<file path="config.mk">
export PLATFORM = sky130hd
export DESIGN_NAME = radio_frame_builder_crc16_top_flat
export DESIGN_NICKNAME = d
export VERILOG_FILES = /design/src/sv/rfb_pkg.sv /design/src/sv/rfb_if.sv /design/src/sv/rfb_front.sv /design/src/sv/rfb_queue.sv /design/src/sv/rfb_back.sv /design/src/sv/radio_frame_builder_crc16_top.sv /design/src/flat_wrapper.sv
export SDC_FILE = /design/constraint.sdc
export NUM_CORES = 1
export LEC_CHECK = 0
export BUFFER_PORTS_ARGS = -buffer_cell sky130_fd_sc_hd__buf_2
export CAP_MARGIN = 25
export CORE_MARGIN = 3
export CORE_UTILIZATION = 60
export CTS_BUF_LIST = sky130_fd_sc_hd__clkbuf_16
export DETAILED_ROUTE_END_ITERATION = 12
export GPL_TIMING_DRIVEN = 0
export PLACE_DENSITY = 0.8
export SLEW_MARGIN = 25
export SYNTH_ARGS = -nofsm -noshare
export SYNTH_HDL_FRONTEND = slang
export SYNTH_SLANG_ARGS = --single-unit
</file>
<file path="constraint.sdc">
create_clock -name clock -period 3.3 [get_ports clock]
set_input_delay 0.165 -clock clock [delete_from_list [all_inputs] [get_ports clock]]
set_output_delay 0.165 -clock clock [all_outputs]
set_load 0.005 [all_outputs]
</file>
<file path="src/sv/rfb_pkg.sv">
// Shared types, constants and the CRC step for the radio frame builder.
`default_nettype none

package rfb_pkg;

   localparam logic [7:0]  PREAMBLE_BYTE = 8'hAA;
   localparam logic [7:0]  SYNC_BYTE     = 8'h2D;
   localparam logic [15:0] CRC_POLY      = 16'hA001;
   localparam logic [15:0] CRC_INIT      = 16'hFFFF;

   // CSR indexes
   localparam logic [7:0] REG_GROUP_ID     = 8'd0;
   localparam logic [7:0] REG_HEADER_VALUE = 8'd1;
   localparam logic [7:0] REG_LENGTH_VALUE = 8'd2;
   localparam logic [7:0] REG_SENSOR_ID    = 8'd3;

   localparam logic [7:0] RST_GROUP_ID     = 8'hD4;
   localparam logic [7:0] RST_HEADER_VALUE = 8'h00;
   localparam logic [7:0] RST_LENGTH_VALUE = 8'h04;
   localparam logic [7:0] RST_SENSOR_ID    = 8'h41;

   // One classified request waiting for the back end.
   typedef struct packed {
      logic [7:0] payload_byte;
      logic       last_byte;
      logic       open_head;
   } entry_type;

   typedef struct packed {
      logic      valid;
      entry_type entry;
   } slot_type;

   // Reflected CRC-16, one byte folded in.
   function automatic logic [15:0] crc_fold(input logic [15:0] crc, input logic [7:0] b);
      logic [15:0] c;
      c = crc ^ {8'h00, b};
      for (int k = 0; k < 8; k++) begin
         if (c[0]) begin
            c = (c >> 1) ^ CRC_POLY;
         end else begin
            c = c >> 1;
         end
      end
      return c;
   endfunction

endpackage

`default_nettype wire

</file>
<file path="src/sv/rfb_if.sv">
// Handshake interfaces for request, response and CSR channels.
`default_nettype none

interface rfb_req_if;
   logic       valid;
   logic       ready;
   logic [7:0] payload_byte;
   logic       last_byte;
   modport source (output valid, output payload_byte, output last_byte, input ready);
   modport sink   (input valid, input payload_byte, input last_byte, output ready);
endinterface

interface rfb_rsp_if;
   logic       valid;
   logic       ready;
   logic [7:0] tx_byte;
   logic       end_of_run;
   logic       end_of_frame;
   modport source (output valid, output tx_byte, output end_of_run, output end_of_frame,
                   input ready);
   modport sink   (input valid, input tx_byte, input end_of_run, input end_of_frame,
                   output ready);
endinterface

interface rfb_csr_if;
   logic       valid;
   logic       ready;
   logic [7:0] index;
   logic [7:0] data;
   modport source (output valid, output index, output data, input ready);
   modport sink   (input valid, input index, input data, output ready);
endinterface

`default_nettype wire

</file>
<file path="src/sv/rfb_front.sv">
// Front end: accepts requests and marks the ones that open a frame.
`default_nettype none

module rfb_front (
   input  wire logic         clock,
   input  wire logic         reset,
   rfb_req_if.sink           req_chan,
   input  wire logic         queue_full,
   output rfb_pkg::slot_type push
);
   import rfb_pkg::*;

   logic frame_open_ff;
   logic frame_open_in;
   logic accept;

   assign req_chan.ready = !queue_full;
   assign accept         = req_chan.valid && !queue_full;

   always_comb begin
      push.valid              = accept;
      push.entry.payload_byte = req_chan.payload_byte;
      push.entry.last_byte    = req_chan.last_byte;
      push.entry.open_head    = !frame_open_ff;
      frame_open_in           = frame_open_ff;
      if (accept) begin
         frame_open_in = !req_chan.last_byte;
      end
   end

   always_ff @(posedge clock) begin
      if (reset) begin
         frame_open_ff <= 1'b0;
      end else begin
         frame_open_ff <= frame_open_in;
      end
   end

endmodule

`default_nettype wire

</file>
<file path="src/sv/rfb_queue.sv">
// Short queue between front and back end.
`default_nettype none

module rfb_queue #(
   parameter int Depth = 2
) (
   input  wire logic              clock,
   input  wire logic              reset,
   input  wire rfb_pkg::slot_type push,
   input  wire logic              pop,
   output logic                   full,
   output rfb_pkg::slot_type      head
);
   import rfb_pkg::*;

   localparam int PtrW = (Depth > 1) ? $clog2(Depth) : 1;
   localparam int CntW = $clog2(Depth + 1);

   entry_type           mem_ff [Depth];
   logic [PtrW-1:0]     wr_ptr_ff, wr_ptr_in;
   logic [PtrW-1:0]     rd_ptr_ff, rd_ptr_in;
   logic [CntW-1:0]     count_ff, count_in;
   logic                do_push, do_pop;

   assign full       = (count_ff == CntW'(Depth));
   assign head.valid = (count_ff != '0);
   assign head.entry = mem_ff[rd_ptr_ff];
   assign do_push    = push.valid && !full;
   assign do_pop     = pop && head.valid;

   always_comb begin
      wr_ptr_in = wr_ptr_ff;
      rd_ptr_in = rd_ptr_ff;
      count_in  = count_ff;
      if (do_push) begin
         wr_ptr_in = (wr_ptr_ff == PtrW'(Depth - 1)) ? '0 : wr_ptr_ff + 1'b1;
      end
      if (do_pop) begin
         rd_ptr_in = (rd_ptr_ff == PtrW'(Depth - 1)) ? '0 : rd_ptr_ff + 1'b1;
      end
      if (do_push && !do_pop) begin
         count_in = count_ff + 1'b1;
      end else if (do_pop && !do_push) begin
         count_in = count_ff - 1'b1;
      end
   end

   always_ff @(posedge clock) begin
      if (reset) begin
         wr_ptr_ff <= '0;
         rd_ptr_ff <= '0;
         count_ff  <= '0;
      end else begin
         wr_ptr_ff <= wr_ptr_in;
         rd_ptr_ff <= rd_ptr_in;
         count_ff  <= count_in;
      end
   end

   always_ff @(posedge clock) begin
      if (do_push) begin
         mem_ff[wr_ptr_ff] <= push.entry;
      end
   end

endmodule

`default_nettype wire

</file>
<file path="src/sv/rfb_back.sv">
// Back end: CSRs, byte sequencer, running CRC and the response register.
`default_nettype none

module rfb_back (
   input  wire logic              clock,
   input  wire logic              reset,
   rfb_csr_if.sink                csr_chan,
   input  wire rfb_pkg::slot_type head,
   output logic                   pop,
   rfb_rsp_if.source              rsp_chan
);
   import rfb_pkg::*;

   typedef enum logic [3:0] {
      ST_START = 4'b0001,
      ST_HEAD  = 4'b0010,
      ST_DATA  = 4'b0100,
      ST_TAIL  = 4'b1000
   } seq_state_type;

   logic [7:0] group_id_ff, header_value_ff, length_value_ff, sensor_id_ff;

   seq_state_type state_ff, state_in;
   logic [2:0]    cnt_ff, cnt_in;
   logic [15:0]   crc_ff, crc_in;

   logic       out_valid_ff, out_valid_in;
   logic [7:0] out_byte_ff, out_byte_in;
   logic       out_eor_ff, out_eor_in;
   logic       out_eof_ff, out_eof_in;

   logic       advance;
   logic [7:0] head_byte;

   assign csr_chan.ready = 1'b1;

   always_ff @(posedge clock) begin
      if (reset) begin
         group_id_ff     <= RST_GROUP_ID;
         header_value_ff <= RST_HEADER_VALUE;
         length_value_ff <= RST_LENGTH_VALUE;
         sensor_id_ff    <= RST_SENSOR_ID;
      end else if (csr_chan.valid) begin
         unique case (csr_chan.index)
            REG_GROUP_ID:     group_id_ff     <= csr_chan.data;
            REG_HEADER_VALUE: header_value_ff <= csr_chan.data;
            REG_LENGTH_VALUE: length_value_ff <= csr_chan.data;
            REG_SENSOR_ID:    sensor_id_ff    <= csr_chan.data;
            default: ;
         endcase
      end
   end

   always_comb begin
      unique case (cnt_ff)
         3'd3:    head_byte = SYNC_BYTE;
         3'd4:    head_byte = group_id_ff;
         3'd5:    head_byte = header_value_ff;
         3'd6:    head_byte = length_value_ff;
         3'd7:    head_byte = sensor_id_ff;
         default: head_byte = PREAMBLE_BYTE;
      endcase
   end

   assign advance = head.valid && (!out_valid_ff || rsp_chan.ready);

   always_comb begin
      state_in    = state_ff;
      cnt_in      = cnt_ff;
      crc_in      = crc_ff;
      pop         = 1'b0;
      out_byte_in = out_byte_ff;
      out_eor_in  = out_eor_ff;
      out_eof_in  = out_eof_ff;
      if (advance) begin
         out_eor_in = 1'b0;
         out_eof_in = 1'b0;
         unique case (state_ff)
            ST_START, ST_DATA: begin
               if (state_ff == ST_START && head.entry.open_head) begin
                  out_byte_in = PREAMBLE_BYTE;
                  cnt_in      = 3'd1;
                  state_in    = ST_HEAD;
               end else begin
                  out_byte_in = head.entry.payload_byte;
                  crc_in      = crc_fold(crc_ff, head.entry.payload_byte);
                  cnt_in      = 3'd0;
                  if (head.entry.last_byte) begin
                     state_in = ST_TAIL;
                  end else begin
                     out_eor_in = 1'b1;
                     pop        = 1'b1;
                     state_in   = ST_START;
                  end
               end
            end
            ST_HEAD: begin
               out_byte_in = head_byte;
               cnt_in      = cnt_ff + 1'b1;
               // group byte restarts the CRC for this frame
               if (cnt_ff == 3'd4) begin
                  crc_in = crc_fold(CRC_INIT, head_byte);
               end else if (cnt_ff > 3'd4) begin
                  crc_in = crc_fold(crc_ff, head_byte);
               end
               if (cnt_ff == 3'd7) begin
                  state_in = ST_DATA;
               end
            end
            ST_TAIL: begin
               cnt_in = cnt_ff + 1'b1;
               unique case (cnt_ff[1:0])
                  2'd0:    out_byte_in = crc_ff[7:0];
                  2'd1:    out_byte_in = crc_ff[15:8];
                  2'd2:    out_byte_in = PREAMBLE_BYTE;
                  default: begin
                     out_byte_in = PREAMBLE_BYTE;
                     out_eor_in  = 1'b1;
                     out_eof_in  = 1'b1;
                     pop         = 1'b1;
                     cnt_in      = 3'd0;
                     state_in    = ST_START;
                  end
               endcase
            end
            default: state_in = ST_START;
         endcase
      end
   end

   always_comb begin
      out_valid_in = out_valid_ff;
      if (advance) begin
         out_valid_in = 1'b1;
      end else if (rsp_chan.ready) begin
         out_valid_in = 1'b0;
      end
   end

   always_ff @(posedge clock) begin
      if (reset) begin
         state_ff     <= ST_START;
         cnt_ff       <= '0;
         crc_ff       <= CRC_INIT;
         out_valid_ff <= 1'b0;
      end else begin
         state_ff     <= state_in;
         cnt_ff       <= cnt_in;
         crc_ff       <= crc_in;
         out_valid_ff <= out_valid_in;
      end
   end

   always_ff @(posedge clock) begin
      out_byte_ff <= out_byte_in;
      out_eor_ff  <= out_eor_in;
      out_eof_ff  <= out_eof_in;
   end

   assign rsp_chan.valid        = out_valid_ff;
   assign rsp_chan.tx_byte      = out_byte_ff;
   assign rsp_chan.end_of_run   = out_eor_ff;
   assign rsp_chan.end_of_frame = out_eof_ff;

endmodule

`default_nettype wire

</file>
<file path="src/sv/radio_frame_builder_crc16_top.sv">
// Radio frame builder top level.
//
// Each payload-byte request yields 1 to 13 response bytes, one per clock while
// the response side is ready: 8 head bytes (preamble, sync, group, header,
// length, sensor id) before the first byte of a frame, the byte itself, and
// CRC low, CRC high and two trailer bytes after a byte marked last. A byte in
// the middle of a frame yields just that byte, so the sustained rate is one
// request per clock; frame edges add the head and trailer bytes. The rate is
// set by the back-end sequencer, which drives one byte per clock into the
// response register. A queue of QueueDepth requests sits between the front end
// and the sequencer, so requests keep coming in while head or trailer bytes go
// out. The reflected CRC-16 (0xA001, start 0xFFFF) restarts at each frame. CSRs
// are read as each head byte is sent, so a write can reach a head in progress.
`default_nettype none

module radio_frame_builder_crc16_top #(
   parameter int QueueDepth = 2
) (
   input  wire logic clock,
   input  wire logic reset,
   rfb_req_if.sink   req_chan,
   rfb_rsp_if.source rsp_chan,
   rfb_csr_if.sink   csr_chan
);
   import rfb_pkg::*;

   slot_type push;
   slot_type head;
   logic     queue_full;
   logic     pop;

   rfb_front u_front (
      .clock      (clock),
      .reset      (reset),
      .req_chan   (req_chan),
      .queue_full (queue_full),
      .push       (push)
   );

   rfb_queue #(
      .Depth (QueueDepth)
   ) u_queue (
      .clock (clock),
      .reset (reset),
      .push  (push),
      .pop   (pop),
      .full  (queue_full),
      .head  (head)
   );

   rfb_back u_back (
      .clock    (clock),
      .reset    (reset),
      .csr_chan (csr_chan),
      .head     (head),
      .pop      (pop),
      .rsp_chan (rsp_chan)
   );

endmodule

`default_nettype wire
</file>
<file path="src/flat_wrapper.sv">
// flat-port wrapper written by rule: the top's interface ports become plain ports
module radio_frame_builder_crc16_top_flat import rfb_pkg::*;
#(
   parameter int QueueDepth = 2
)
  (clock, reset, req_chan_valid, req_chan_payload_byte, req_chan_last_byte, req_chan_ready, rsp_chan_valid, rsp_chan_tx_byte, rsp_chan_end_of_run, rsp_chan_end_of_frame, rsp_chan_ready, csr_chan_valid, csr_chan_index, csr_chan_data, csr_chan_ready);
  rfb_req_if req_chan_i ();
  rfb_rsp_if rsp_chan_i ();
  rfb_csr_if csr_chan_i ();
  input  wire logic clock;
  input  wire logic reset;
  input wire logic [$bits(req_chan_i.valid)-1:0] req_chan_valid;
  input wire logic [$bits(req_chan_i.payload_byte)-1:0] req_chan_payload_byte;
  input wire logic [$bits(req_chan_i.last_byte)-1:0] req_chan_last_byte;
  output wire logic [$bits(req_chan_i.ready)-1:0] req_chan_ready;
  output wire logic [$bits(rsp_chan_i.valid)-1:0] rsp_chan_valid;
  output wire logic [$bits(rsp_chan_i.tx_byte)-1:0] rsp_chan_tx_byte;
  output wire logic [$bits(rsp_chan_i.end_of_run)-1:0] rsp_chan_end_of_run;
  output wire logic [$bits(rsp_chan_i.end_of_frame)-1:0] rsp_chan_end_of_frame;
  input wire logic [$bits(rsp_chan_i.ready)-1:0] rsp_chan_ready;
  input wire logic [$bits(csr_chan_i.valid)-1:0] csr_chan_valid;
  input wire logic [$bits(csr_chan_i.index)-1:0] csr_chan_index;
  input wire logic [$bits(csr_chan_i.data)-1:0] csr_chan_data;
  output wire logic [$bits(csr_chan_i.ready)-1:0] csr_chan_ready;
  assign req_chan_i.valid = req_chan_valid;
  assign req_chan_i.payload_byte = req_chan_payload_byte;
  assign req_chan_i.last_byte = req_chan_last_byte;
  assign req_chan_ready = req_chan_i.ready;
  assign rsp_chan_valid = rsp_chan_i.valid;
  assign rsp_chan_tx_byte = rsp_chan_i.tx_byte;
  assign rsp_chan_end_of_run = rsp_chan_i.end_of_run;
  assign rsp_chan_end_of_frame = rsp_chan_i.end_of_frame;
  assign rsp_chan_i.ready = rsp_chan_ready;
  assign csr_chan_i.valid = csr_chan_valid;
  assign csr_chan_i.index = csr_chan_index;
  assign csr_chan_i.data = csr_chan_data;
  assign csr_chan_ready = csr_chan_i.ready;
  radio_frame_builder_crc16_top #(.QueueDepth(QueueDepth)) u_core (.clock(clock), .reset(reset), .req_chan(req_chan_i), .rsp_chan(rsp_chan_i), .csr_chan(csr_chan_i));
endmodule
</file>
==> metrics.md <==
| Metric | Value |
|---|---|
| Post-DP HPWL | 9067 um |
| # hold bufs at CTS | 0 |
| EDFF count, synth | 30 |
| Worst-path clk slew | approximately 0.070 ns |
| Worst min path class | primary input to flip-flop |
| Drt initial violations | 390 |
| CTS Buffer Depth | 2 |
| Overflow after GRT | 0 |
| Worst Path Arrival | approximately 3.4 ns |
| Max_cap viols | 0 |
| YS warnings | 0 |
| H-tree depth | 3 |
| # IOs | 43 |
| Setup CP Type | flip-flop to flip-flop |
| Crit Path Max Fanout | 10 |
| Maximum VDD drop | between 0.6 and 0.7 mV |
| Final Worst Setup Slack | approximately 0.11 ns |
| Post-Route Utilization | between 70% and 80% |
| First-pass GRT wire length | about 21000 um |
| Largest net degree at the start of global routing | 17 |
| Period utilization | a little over nine tenths |
| Post-route ant nets | 0 |
| CTS Buf Count | 9 |
| Status | complete, no violations |
| Die width | slightly below 100 um |
| Syn-to-layout area delta | 13.56% |
| Initial Utilization | between 60 and 70% |
| Ant diodes | 0 |
| Relative slew slack | roughly 50% |
| Nets | around 590 |
| Initial antenna violation count | 0 |
| Req. time, crit path | between 3 and 4 ns |
| # rows | 32 |
| Most used DFF post-synth | dfxtp_1 |
| Slew Limit Fails | 0 |
| Top post-synthesis cells by area | dfxtp_1, edfxtp_1, xnor2_1 |
| Cell area after synthesis | 4928 um^2 |
| Net Count, Synth | 539 |
| Worst Hold Launch | req_chan_payload_byte[5] |
| Tot Pwr | about 4.7 mW |
| Final Hold Viols | 0 |
| Actual slew at the worst max-slew pin | ~0.74 ns |
| R2R Path Start | u_core.u_back.cnt_ff[0] |
| Number of synthesized register bits | 92 |
| CP endpoint kind | flip-flop |
| Top cell type's share of synthesized area | between 20% and 30% |
| Crit path from | u_core.u_back.cnt_ff[0] |
| Hold Slack | 0.008614 ns |
| Netlist cell types | 60 |
| Max Freq | ~0.31 GHz |
| RSZ-0062 raised after global routing | no |
| Minimum clock period after layout | roughly 3.2 ns |
| Most frequent cells in the layout | nor2_1, dfxtp_1, buf_2 |
| Power Density | around 840 nW/um^2 |
| Layout cells sized above 1 | between 10% and 20% |
| Routed WL per cell | between 15 and 20 um |
| Total GRT Usage | between 20 and 30% |
| Area leader, netlist | dfxtp_1 |
| Syn Inst Count | about 500 |
| Clk sink count | just over 90 |
| DIE HEIGHT | between 90 and 100 um |
| Crit path launch type | flip-flop |
| Vias | between 4000 and 5000 |
| Fin Setup TNS | 0 ns |
| DRC | 0 |
| Worst-Skew Late Latency | approximately 0.35 ns |
| Sequential cell area fraction in the yosys report | a little over two fifths |
| CTS tree | done |
| WL final | ~13000 um |
| Port bufs | 40 |
| Setup-failing EPs final | 0 |
| Lkg Pwr | 2.289 nW |
| DR vias/cell | 6.287 |
| Clk Tree Root Cell | clkbuf_16 |
| Number of global-route vias before repair | 4228 |
| Placer congestion estimate | about 0.99 |
| Pre-Repair DR Iteration Count | 5 |
| Synth async-reset ratio | 0% |
| Die area | between 9000 and 10000 um^2 |
| Commonest non-fill, non-tap cell in the layout | nor2_1 |
| Place WS | 0.1547 ns |
| Core area | about 7800 um^2 |
| Mean Syn Cell Area | between 9 and 10 um^2 |
| Skew final | 0.01168 ns |
## worst paths after layout
kind / to / slack, ns / depth (start not counted)
min reg2reg: u_core.u_queue.mem_ff[0][0] / 0.47 / 1
min: u_core.u_queue.mem_ff[0][7] / 0.009 / 1
max reg2reg: u_core.u_back.crc_ff[0] / 0.11 / 11
max: u_core.u_back.crc_ff[0] / 0.11 / 11
## metrics by stage
| step | instances | instance area (um^2) |
|---|---|---|
| floorplan | 501 | 4928 |
| global placement | 643 | 5256 |
| detailed placement | 643 | 5263 |
| CTS | 659 | 5563 |
| global route | 658 | 5597 |
| finish | 658 | 5597 |
## synthesized netlist by cell type (5+ instances only)
library cell  number
nand2_1           19
buf_2              6
a211o_1           15
a211oi_1           8
dfxtp_1           62
a22o_1             5
a222oi_1           5
clkbuf_1          21
nor3_1            16
xnor2_1           35
edfxtp_1          30
nor2_1            78
ha_1               8
a22oi_1           10
xor2_1            16
o21ai_0           22
o21bai_1           5
mux2i_1           30
a21oi_1           25
nor2b_1            6
inv_1              7
## where the power goes
group | leakage, nW | internal (mW) | switching, mW | total (mW)
combinational | 1.36 | 0.882 | 1.17 | 2.06
sequential | 0.783 | 1.43 | 0.140 | 1.57
clock | 0.144 | 0.591 | 0.454 | 1.05
## kinds of logic (layout without fill, tap and decap cells)
kind of cell               after synthesis  in the layout  synth area share (%)
and+or+nand+nor                        145            145                 13.40
adders and majority gates                8              8                 2.031
xor gates and xnor gates                59             59                 12.49
muxes                                   34             34                 7.210
AOI/OAI and AO/OA                      121            121                 17.59
DFF                                     92             92                 43.46
buffers and inverters                   41             96                 3.732
other                                    1              1               0.07609
## routing by layer
metal	global-route usage, %	vias to the layer above	wire length [um]
met2	45.22	198	5998
li1	-	1904	-
met3	4.903	47	989
met4	13.07	0	418
met1	36.44	1988	5384
met5	0	-	0
## critical path, stage by stage (launching register included)
cell and delay (ns):
dfxtp_1 0.35, inv_1 0.11, ha_1 0.17, buf_2 0.26, a22oi_1 0.14, o211ai_1 0.49
nor4_1 0.12, or4_4 0.56, xor2_2 0.19, xnor2_4 0.23, a221oi_1 0.13, a221o_1 0.31
## flip-flops by register name (all words and copies together), names as in the netlist, 2 cells and up, named ones only
| signal | flops |
|---|---|
| u_core.u_back.cnt_ff | 3 |
| u_core.u_back.crc_ff | 16 |
| u_core.u_back.group_id_ff | 8 |
| u_core.u_back.header_value_ff | 8 |
| u_core.u_back.length_value_ff | 8 |
| u_core.u_back.rsp_chan.tx_byte | 8 |
| u_core.u_back.sensor_id_ff | 8 |
| u_core.u_back.state_ff | 4 |
| u_core.u_queue.count_ff | 2 |
| u_core.u_queue.mem_ff | 20 |
## final cells by class
type / instances / area, um^2
Multi-Input combinational cell: 368 / 2641
Fill cell: 583 / 2251
Sequential cell: 92 / 2143
Clock buffer: 9 / 225.2
Timing Repair Buffer: 41 / 207.7
Buffer: 31 / 146.4
Tap cell: 102 / 127.6
Clock inverter: 7 / 75.07
Inverter: 8 / 30.03
## what timing repair did
item / CTS / global route
setup endpoints to repair: 0 / 2
buffers inserted: 0 / 1
resized for setup: 0 / 5
No activity file was read; power rests on OpenSTA's default activity.
